File: config.mk
export PLATFORM = sky130hd
export DESIGN_NAME = fall_alarm_qualifier
export DESIGN_NICKNAME = d
export VERILOG_FILES = /design/src/sv/faq_pkg.sv /design/src/sv/fall_alarm_qualifier.sv
export SDC_FILE = /design/constraint.sdc
export NUM_CORES = 1
export LEC_CHECK = 0
export BUFFER_PORTS_ARGS = -buffer_cell sky130_fd_sc_hd__buf_2
export CAP_MARGIN = 20
export CORE_ASPECT_RATIO = 0.75
export CORE_MARGIN = 1.5
export CORE_UTILIZATION = 30
export CTS_CLUSTER_DIAMETER = 150
export CTS_CLUSTER_SIZE = 14
export DETAILED_ROUTE_END_ITERATION = 8
export PLACE_DENSITY = 0.46
export SLEW_MARGIN = 30
export SYNTH_ARGS = -nofsm -noshare
export SYNTH_HDL_FRONTEND = slang
export SYNTH_SLANG_ARGS = --single-unit
File: constraint.sdc
create_clock -name clk -period 16.1 [get_ports clk]
set_input_delay 3.22 -clock clk [delete_from_list [all_inputs] [get_ports clk]]
set_output_delay 3.22 -clock clk [all_outputs]
set_load 0.02 [all_outputs]
File: src/sv/faq_pkg.sv
// Shared types and constants for the fall alarm qualifier.
// Holds the event codes, the result record and the register reset values.
// No dependencies.
package faq_pkg;

    typedef enum logic [2:0] {
        EV_NONE    = 3'd0,
        EV_ALARM   = 3'd1,
        EV_CANCEL  = 3'd2,
        EV_DISARM  = 3'd3,
        EV_ARM     = 3'd4
    } faq_event_t;

    typedef enum logic [2:0] {
        REG_FALL_TH      = 3'd0,
        REG_POST_FALL_TH = 3'd1,
        REG_IMMOBILE_LIM = 3'd2,
        REG_RECOVERY_LIM = 3'd3,
        REG_RECENT_LIM   = 3'd4,
        REG_IMPACT_MASK  = 3'd5
    } faq_reg_t;

    typedef struct packed {
        faq_event_t  event_res;
        logic        threshold_write;
        logic [7:0]  threshold_value;
        logic        armed;
        logic        immobile;
        logic        last;
    } faq_res_t;

    localparam logic [7:0]  FALL_TH_RST      = 8'h0C;
    localparam logic [7:0]  POST_FALL_TH_RST = 8'h03;
    localparam logic [31:0] IMMOBILE_LIM_RST = 32'd10000;
    localparam logic [31:0] RECOVERY_LIM_RST = 32'd40000;
    localparam logic [31:0] RECENT_LIM_RST   = 32'd5000;
    localparam logic [7:0]  IMPACT_MASK_RST  = 8'h07;

endpackage

File: src/sv/fall_alarm_qualifier.sv
// Fall alarm qualifier: an accepted request passes through the input register and then the result
// queue before its first result reaches the output ports; a second result follows it from the queue.
// Throughput is one request per cycle while each request gives at most one result; the
// four-entry result queue stalls the input when it lacks room for two results.
// Reset clears the arming state, the motion and impact times and the result queue, and
// loads the register defaults. Depends on faq_pkg.
module fall_alarm_qualifier
(
    input  logic        clk,
    input  logic        rst_n,

    input  logic        psel,
    input  logic        penable,
    input  logic        pwrite,
    input  logic [4:0]  paddr,
    input  logic [31:0] pwdata,
    output logic [31:0] prdata,
    output logic        pready,

    input  logic        in_valid,
    output logic        in_stall,
    input  logic        command,
    input  logic [31:0] now_ms,
    input  logic        irq_pending,
    input  logic [7:0]  sensor_status,

    output logic        out_valid,
    input  logic        out_stall,
    output logic [2:0]  event_res,
    output logic        threshold_write,
    output logic [7:0]  threshold_value,
    output logic        armed,
    output logic        immobile,
    output logic        last
);

    localparam int QDEPTH = 4;
    localparam int QPW    = $clog2(QDEPTH);

    // configuration registers
    logic [7:0]  fall_th_reg;
    logic [7:0]  post_fall_th_reg;
    logic [31:0] immobile_lim_reg;
    logic [31:0] recovery_lim_reg;
    logic [31:0] recent_lim_reg;
    logic [7:0]  impact_mask_reg;

    // block state
    logic        armed_reg;
    logic        immobile_reg;
    logic [31:0] motion_time_reg;
    logic [31:0] first_impact_reg;
    logic        armed_next;
    logic        immobile_next;
    logic [31:0] motion_time_next;
    logic [31:0] first_impact_next;

    // input register
    logic        req_vld_reg;
    logic        cmd_reg;
    logic [31:0] now_reg;
    logic        irq_reg;
    logic [7:0]  status_reg;

    // result queue
    faq_pkg::faq_res_t q_reg [QDEPTH];
    logic [QPW-1:0]    wr_ptr_reg;
    logic [QPW-1:0]    rd_ptr_reg;
    logic [QPW:0]      count_reg;

    faq_pkg::faq_res_t res_a;
    faq_pkg::faq_res_t res_b;
    logic              res_a_vld;
    logic              res_b_vld;
    logic              push;
    logic              pop;
    logic              in_take;
    logic              cfg_wr;
    logic [QPW:0]      push_n;
    faq_pkg::faq_reg_t cfg_sel;

    assign pready  = 1'b1;
    assign cfg_wr  = psel && penable && pwrite;
    assign cfg_sel = faq_pkg::faq_reg_t'(paddr[4:2]);

    always_comb
    begin
        unique case (cfg_sel)
            faq_pkg::REG_FALL_TH:      prdata = {24'd0, fall_th_reg};
            faq_pkg::REG_POST_FALL_TH: prdata = {24'd0, post_fall_th_reg};
            faq_pkg::REG_IMMOBILE_LIM: prdata = immobile_lim_reg;
            faq_pkg::REG_RECOVERY_LIM: prdata = recovery_lim_reg;
            faq_pkg::REG_RECENT_LIM:   prdata = recent_lim_reg;
            faq_pkg::REG_IMPACT_MASK:  prdata = {24'd0, impact_mask_reg};
            default:                   prdata = 32'd0;
        endcase
    end

    always_ff @(posedge clk or negedge rst_n)
    begin
        if (!rst_n)
        begin
            fall_th_reg      <= faq_pkg::FALL_TH_RST;
            post_fall_th_reg <= faq_pkg::POST_FALL_TH_RST;
            immobile_lim_reg <= faq_pkg::IMMOBILE_LIM_RST;
            recovery_lim_reg <= faq_pkg::RECOVERY_LIM_RST;
            recent_lim_reg   <= faq_pkg::RECENT_LIM_RST;
            impact_mask_reg  <= faq_pkg::IMPACT_MASK_RST;
        end
        else if (cfg_wr)
        begin
            unique case (cfg_sel)
                faq_pkg::REG_FALL_TH:      fall_th_reg      <= pwdata[7:0];
                faq_pkg::REG_POST_FALL_TH: post_fall_th_reg <= pwdata[7:0];
                faq_pkg::REG_IMMOBILE_LIM: immobile_lim_reg <= pwdata;
                faq_pkg::REG_RECOVERY_LIM: recovery_lim_reg <= pwdata;
                faq_pkg::REG_RECENT_LIM:   recent_lim_reg   <= pwdata;
                faq_pkg::REG_IMPACT_MASK:  impact_mask_reg  <= pwdata[7:0];
                default:                   ;
            endcase
        end
    end

    // hold the request until the queue has room for two results
    assign push     = req_vld_reg && (count_reg <= (QPW+1)'(QDEPTH - 2));
    assign in_stall = req_vld_reg && !push;
    assign in_take  = in_valid && !in_stall;
    assign pop      = out_valid && !out_stall;

    always_ff @(posedge clk or negedge rst_n)
    begin
        if (!rst_n)
            req_vld_reg <= 1'b0;
        else if (in_take)
            req_vld_reg <= 1'b1;
        else if (push)
            req_vld_reg <= 1'b0;
    end

    always_ff @(posedge clk)
    begin
        if (in_take)
        begin
            cmd_reg    <= command;
            now_reg    <= now_ms;
            irq_reg    <= irq_pending;
            status_reg <= sensor_status;
        end
    end

    always_comb
    begin
        logic [31:0] still;
        logic [31:0] since_first;
        logic        impact;
        logic        a1;
        logic        i1;

        still       = now_reg - motion_time_reg;
        since_first = now_reg - first_impact_reg;
        impact      = irq_reg && ((status_reg & impact_mask_reg) != 8'd0);
        a1          = armed_reg;
        i1          = immobile_reg;

        armed_next        = armed_reg;
        immobile_next     = immobile_reg;
        motion_time_next  = motion_time_reg;
        first_impact_next = first_impact_reg;
        res_a_vld         = 1'b0;
        res_b_vld         = 1'b0;
        res_a             = '{faq_pkg::EV_NONE, 1'b0, 8'd0, 1'b0, 1'b0, 1'b0};
        res_b             = '{faq_pkg::EV_NONE, 1'b0, 8'd0, 1'b0, 1'b0, 1'b0};

        if (cmd_reg)
        begin
            armed_next        = 1'b0;
            motion_time_next  = 32'd0;
            first_impact_next = 32'd0;
            res_a_vld         = 1'b1;
            res_a = '{faq_pkg::EV_DISARM, 1'b1, fall_th_reg, 1'b0, immobile_reg, 1'b0};
        end
        else
        begin
            if (armed_reg)
            begin
                if (still > immobile_lim_reg)
                begin
                    if (!immobile_reg)
                    begin
                        i1        = 1'b1;
                        res_a_vld = 1'b1;
                        res_a = '{faq_pkg::EV_ALARM, 1'b0, 8'd0, 1'b1, 1'b1, 1'b0};
                    end
                end
                else if ((since_first > recovery_lim_reg) && (still < recent_lim_reg))
                begin
                    a1        = 1'b0;
                    i1        = 1'b0;
                    res_a_vld = 1'b1;
                    res_a = '{faq_pkg::EV_DISARM, 1'b1, fall_th_reg, 1'b0, 1'b0, 1'b0};
                end
            end
            armed_next    = a1;
            immobile_next = i1;
            if (impact)
            begin
                motion_time_next = now_reg;
                if (!a1)
                begin
                    armed_next        = 1'b1;
                    immobile_next     = 1'b0;
                    first_impact_next = now_reg;
                    res_b_vld         = 1'b1;
                    res_b = '{faq_pkg::EV_ARM, 1'b1, post_fall_th_reg, 1'b1, 1'b0, 1'b0};
                end
                else if (i1)
                begin
                    immobile_next = 1'b0;
                    res_b_vld     = 1'b1;
                    res_b = '{faq_pkg::EV_CANCEL, 1'b0, 8'd0, 1'b1, 1'b0, 1'b0};
                end
            end
        end

        // mark the final result and move a lone second result to the front
        if (res_b_vld)
            res_b.last = 1'b1;
        else
            res_a.last = 1'b1;
        if (!res_a_vld)
            res_a = res_b;
    end

    assign push_n = push ? ((QPW+1)'(res_a_vld) + (QPW+1)'(res_b_vld)) : '0;

    always_ff @(posedge clk or negedge rst_n)
    begin
        if (!rst_n)
        begin
            armed_reg        <= 1'b0;
            immobile_reg     <= 1'b0;
            motion_time_reg  <= 32'd0;
            first_impact_reg <= 32'd0;
            wr_ptr_reg       <= '0;
            rd_ptr_reg       <= '0;
            count_reg        <= '0;
        end
        else
        begin
            if (push)
            begin
                armed_reg        <= armed_next;
                immobile_reg     <= immobile_next;
                motion_time_reg  <= motion_time_next;
                first_impact_reg <= first_impact_next;
                wr_ptr_reg       <= wr_ptr_reg + QPW'(push_n);
            end
            if (pop)
                rd_ptr_reg <= rd_ptr_reg + QPW'(1);
            count_reg <= count_reg + push_n - (QPW+1)'(pop);
        end
    end

    always_ff @(posedge clk)
    begin
        if (push && (res_a_vld || res_b_vld))
            q_reg[wr_ptr_reg] <= res_a;
        if (push && res_a_vld && res_b_vld)
            q_reg[wr_ptr_reg + QPW'(1)] <= res_b;
    end

    assign out_valid       = (count_reg != '0);
    assign event_res       = q_reg[rd_ptr_reg].event_res;
    assign threshold_write = q_reg[rd_ptr_reg].threshold_write;
    assign threshold_value = q_reg[rd_ptr_reg].threshold_value;
    assign armed           = q_reg[rd_ptr_reg].armed;
    assign immobile        = q_reg[rd_ptr_reg].immobile;
    assign last            = q_reg[rd_ptr_reg].last;

endmodule
==> results.md, run 1 <==
- Outcome: completed
- Total internal power: 2.28 mW
- Area Growth Syn to Fin: 12.9%
- Hold Crit Class: flop to flop
- Worst-Margin Slew: 0.887 ns
- Clock Path Buffers: 3
- Synth async-reset ratio: between 60% and 70%
- Synthesized flop and latch total: 296
- Avg Synthesized Cell Area: 9.62 µm²
- Post-synth EDFFs: 94
- Hold EP: q_reg[3][12]
- Residual DRC: 0
- YS warnings: 0
- Placed insts: between 2000 and 3000
- Root Driver: clkbuf_16
- Drt wl/cell: 20.2 µm
- Routability cong.: 0.882
- Power Dens Cells: approximately 210 nW/µm²
- R2R depth: 23
- R2r setup slk: just over 7 ns
- Global-route wire length before repair: 85.3 mm
- Hold depth: 2
- Detail Route Antenna Nets: 0
- Antenna violations before repair: 4
- Seq/Total Area, Yosys: 43.6%
- Avg Vias per Cell: 5.14
- Initial Util: 30.5%
- Die area: 61600 µm²
- Vias in the first global route: 13800
- Main area contributors after synthesis: dfrtp_1 24%, edfxtp_1 16%, ha_1 11%
- Design Area, Final: between 20000 and 25000 µm²
- Total track usage: 18.0%
- Synthesized instance count: 1873
- Floorplan row count: between 70 and 80
- Placement Setup Slack: 7.09 ns
- Final Hold Viols: 0
- Worst setup EP type: flop
- Maximum clock rate: 111 MHz
- Final WS setup: 7.06 ns
- Finished Layout Cells: about 2800
- Combinational Power Share: roughly 59%
- Sw power: between 2 and 2.5 mW
- Ys flop type: dfrtp_1
- Most common cell in the netlist: o21ai_0
- Net Sw Frac: a little under half
- Die Ht: about 220 µm
- Fin crit period: 9.04 ns
- CTS Hold Buffers Added: 0
- Final setup fails: 0
- Synth cell count leaders: 205 x o21ai_0, 186 x inv_1, 185 x nand2_1
- Setup CP Type: flop to flop
- Slew Limit Fails: 0
- FF-to-FF End: q_reg[1][14]
- Hold_sp: q_reg[3][12]
- Remaining Overflow, GRT: 0
- Share of the synthesized area in the top cell type: 23.9%
- Post-cts sizing count: 0
- Leak: 9.02 nW
- Unrepaired setup endpoints after global routing: false
- Post-layout utilization of the core: 34.4%
- Relative slew slack: 40.9%
- Sequential Power Share: 26.7%
- Clock latency on the worst-skew pair: 0.59 ns
- Distinct cells, synth: 65
- WL final: 56.4 mm
- FF-to-FF Start: now_reg[8]
- Setup tns final: 0 ns
- Crit path required time: 16.44 ns
- First drt pass iteration count: 5
- TritonCTS buffer count: 25
- Worst Path Max Fanout: 17
- Share of layout cells above drive strength 1: between 10% and 20%
- CP arrival: 9.38 ns
- Die X: 286 µm
- Largest net degree at the start of global routing: 79
- # port buffers: around 130
- Clock sink count: 296
- CTS tree: done
- Final Cycle Share: 56.2%
- VDD IR max: 0.000105 V
- Clock power share: 14.0%
- I/O pin count: 136
- Post-DP HPWL: 41.3 mm
- Vias: 14300
- Startpoint Class: flop
- Dominant cell type by area after synthesis: dfrtp_1
- Hold WS: 0.471 ns
- CORE AREA: 59200 µm²
- Worst-path clk slew: 0.07 ns
- H-tree depth: 1
- Fill count: 6068
- Post-Syn Area: 18000 µm²
- Initial DRC count: between 1000 and 1500
- Placed Area: a little under 20000 µm²
- Syn Nets: 2125
- Max cap viols: 0
- Post-CTS Setup Bufs: 0
- Max reg flops: 60
- Clk_skew: about 0.036 ns
- Nets: 2229
- Power Total: 4.28 mW
==> cell usage in the layout (no fill, tap or decap), types with 21 or more instances in the layout <==
master / count
dfstp_2: 22
inv_1: 186
xnor2_1: 44
o22ai_1: 75
buf_4: 21
ha_1: 163
a21oi_1: 111
edfxtp_1: 94
and3_1: 36
clkbuf_16: 25
nor2_1: 69
mux2_2: 27
nand3_1: 62
dfrtp_1: 172
mux2i_1: 34
nand2_1: 185
o21ai_0: 205
a21o_1: 58
buf_2: 131
==> how the worst max path moves through the flow <==
stage / startpoint / to / slack [ns] / depth (start not counted)
finish: now_reg[8] / q_reg[1][14] / 7.06 / 23
global route: now_reg[8] / q_reg[1][14] / 6.34 / 23
CTS: now_reg[12] / q_reg[1][14] / 7.08 / 23
detailed placement: now_reg[12] / q_reg[1][14] / 7.09 / 23
global placement: now_reg[1] / q_reg[1][14] / 7.13 / 23
floorplan: paddr[2] / prdata[13] / 7.83 / 5
==> power by group through the flow <==
stage	Clock, mW	Combinational [mW]	Sequential, mW
floorplan	0	1.80	1.10
global placement	0	2.47	1.15
finish	0.598	2.54	1.14
detailed placement	0	2.52	1.16
global route	0.646	2.84	1.17
CTS	0.618	2.54	1.14
==> layout make-up <==
cell class / instances / area, µm² / area share, %
sequential: 296 / 7870 / 38.7
antenna: 1 / 2.50 / 0.0123
clock inverter: 2 / 36.3 / 0.178
inverter: 187 / 702 / 3.45
tap: 790 / 988 / 4.86
clock buffer: 43 / 693 / 3.41
timing repair buffer: 154 / 838 / 4.12
multi-input combinational: 1313 / 9220 / 45.3
==> routing by layer <==
layer  GRT usage (%)  up-vias  wire length [µm]
met5               0        -                13
met3            2.55       62              2470
met2            26.1      300             23200
li1                -     6964                 -
met4            3.58        2               993
met1            28.1     6995             29700
==> critical path, stage by stage, from the launching register on <==
cell      delay (ns)
edfxtp_1        0.48
ha_1            0.37
a21oi_1         0.25
o21ai_0         0.25
a221oi_1        0.35
o21ai_0         0.30
a31oi_1         0.45
o21ai_1         0.12
and2_1          0.24
o41ai_1         0.66
nor2_1          0.11
a211o_1         0.27
ha_1            0.30
nand4_1         0.24
nor4_1          0.76
o41ai_1         0.22
a22oi_1         0.61
o41a_1          0.52
and2_1          0.37
ha_1            0.22
nor2_1          0.10
nand3_1         0.63
nand2_1         0.68
o21a_1          0.27
==> cells by family after synthesis <==
family | after synthesis | share of synthesized area [%]
buffers and inverters | 264 | 5.52
flip-flops | 296 | 43.6
multiplexers | 80 | 5.95
AO/OA/AOI/OAI | 566 | 19.1
adder cells (fa/ha/maj) | 166 | 11.6
AND/OR/NAND/NOR | 443 | 11.3
XOR/XNOR | 57 | 2.77
other | 1 | 0.0208
No activity file was read; power rests on OpenSTA's default activity.
==> inputs of run 2 (changes only) <==
PLACE_DENSITY = 0.47   (was 0.46)
clock period = 8.3 ns   (was 16.1 ns; I/O delays follow)
==> run 2 against run 1 <==
Against the previous run:
- final cell count is 0.61% higher
- via count is 0.18% lower
- count of clock-buffer cells in the layout stayed put
- clock power is 91% higher
- die area stayed put
- sequential cell count stayed put
- combinational power is 96% higher
- critical path type unchanged
- critical endpoint is now q_reg[2][4]
- largest cell class unchanged
- largest power group unchanged
==> results.md, run 2 (synthesis results as in run 1) <==
- Outcome: completed
- Avg Vias per Cell: 5.10
- Total track usage: 18.0%
- WL final: 56.0 mm
- CTS tree: done
- Hold EP: q_reg[2][12]
- Power Total: ~8.3 mW
- Commonest non-fill, non-tap cell in the layout: o21ai_0
- Most frequent cells in the layout: 205 x o21ai_0, 186 x inv_1, 185 x nand2_1
- Antenna violations before repair: 5
- Sw power: 3.86 mW
- Post-DP HPWL: 41.7 mm
- Vias: 14300
- Nets: 2245
- Initial DRC count: 1134
- Final Hold Viols: 0
- CTS Hold Buffers Added: 0
- Reg area: between 7000 and 8000 µm²
- Hold depth: 2
- CP arrival: 7.82 ns
- Detail Route Antenna Nets: 0
- R2R depth: 26
- Setup CP Type: flop to flop
- Area Growth Syn to Fin: 13.5%
- Worst Path Max Fanout: 9
- Clk_skew: around 0.035 ns
- Die Ht: 215 µm
- H-tree depth: 1
- FF-to-FF End: q_reg[2][4]
- Slew Limit Fails: 0
- Clock Path Buffers: 3
- Share of layout cells above drive strength 1: 14.0%
- First drt pass iteration count: 5
- Post-layout utilization of the core: 34.6%
- Final setup fails: 0
- Max cap viols: 0
- Multi-input gate area: 9210 µm²
- CORE AREA: 59200 µm²
- Fin crit period: 7.55 ns
- Clock latency on the worst-skew pair: approximately 0.57 ns
- Worst setup EP type: flop
- Startpoint Class: flop
- TritonCTS buffer count: 25
- Clock sink count: 296
- Fill count: 6066
- Post-CTS Setup Bufs: 0
- Largest net degree at the start of global routing: 100
- Total internal power: 4.46 mW
- I/O pin count: approximately 140
- Combinational Power Share: ~60%
- Drt wl/cell: 20.0 µm
- Relative slew slack: 34.1%
- Floorplan row count: 77
- Power Dens Cells: 407 nW/µm²
- FF-to-FF Start: now_reg[1]
- Worst-Margin Slew: 0.978 ns
- Maximum clock rate: 133 MHz
- Unrepaired setup endpoints after global routing: false
- Global-route wire length before repair: about 85 mm
- Final Cycle Share: 90.9%
- R2r setup slk: 0.75 ns
- Root Driver: clkbuf_16
- Initial Util: 30.5%
- Remaining Overflow, GRT: 0
- Residual DRC: 0
- Die area: roughly 62000 µm²
- Routability cong.: 0.871
- Clock power share: a little over an eighth
- Vias in the first global route: between 10000 and 15000
- VDD IR max: 0.000174 V
- Post-cts sizing count: 0
- Hold_sp: q_reg[2][12]
- Max reg flops: 60
- Setup tns final: 0 ns
- Die X: 286 µm
- Worst-path clk slew: around 0.08 ns
- Hold Crit Class: flop to flop
- Net Sw Frac: 46.4%
- Sequential Power Share: 26.5%
- # port buffers: 132
- Leak: 9.10 nW
- Crit path required time: 8.57 ns
## run 2: worst max-delay path by stage
| stage | startpoint | slack (ns) | cells past startpoint | end |
|---|---|---|---|---|
| 2_1_floorplan | now_reg[1] | 1.50 | 25 | q_reg[0][0] |
| 3_3_place_gp | now_reg[1] | 0.81 | 26 | q_reg[2][9] |
| 3_5_place_dp | now_reg[1] | 0.79 | 26 | q_reg[2][9] |
| 4_1_cts | now_reg[1] | 0.77 | 26 | q_reg[2][6] |
| 5_1_grt | now_reg[1] | 0.33 | 28 | count_reg[2] |
| 6_report | now_reg[1] | 0.75 | 26 | q_reg[2][4] |
## run 2: routing by layer
layer / global-route usage [%] / wire length, µm / vias to the layer above
met3: 3.01 / 2850 / 46
li1: - / - / 6984
met5: 0 / 7 / -
met2: 26.2 / 23100 / 299
met1: 28.0 / 29200 / 6966
met4: 3.03 / 839 / 2
## run 2: layout make-up
cell class	count	share of cell area, %
Inverter	187	3.43
Sequential cell	296	38.4
Clock inverter	2	0.122
Clock buffer	43	3.39
Tap cell	790	4.83
Multi-Input combinational cell	1313	45.0
Timing Repair Buffer	170	4.73
Antenna cell	2	0.0245
## run 2: power groups by stage
stage	Sequential (mW)	Clock, mW	Combinational, mW
6_report	2.21	1.14	4.98
5_1_grt	2.26	1.24	5.55
4_1_cts	2.21	1.19	4.97
3_5_place_dp	2.23	0	4.94
3_3_place_gp	2.22	0	4.84
2_1_floorplan	2.13	0	3.49
## run 2: stage by stage
step	instance area [µm²]	hold slack, ns	worst slack [ns]	cells
global route	20500	0.494	0.333	2802
finish	20500	0.460	0.753	2803
CTS	20500	0.466	0.767	2801
global placement	19700	0.451	0.814	2756
floorplan	18000	0.438	1.50	1873
detailed placement	19700	0.454	0.795	2756
## run 2: critical path, cell delays in order (launching register included)
cell and delay, ns:
edfxtp_1 0.52, ha_1 0.32, nor2b_1 0.14, o31a_1 0.28, o21ai_1 0.34, o21ai_0 0.27, a31oi_1 0.43, o21ai_1 0.09
and2_1 0.23, o41ai_1 0.67, nor2_1 0.13, a211o_1 0.29, ha_1 0.30, nand3_1 0.11, nor2_1 0.06, nand2_1 0.17
a211o_1 0.21, a2111oi_0 0.08, or4_1 0.64, o41a_1 0.40, and2_1 0.18, buf_4 0.16, ha_1 0.21, nor2_1 0.32
nand2_1 0.32, nand2_1 0.16, buf_4 0.22
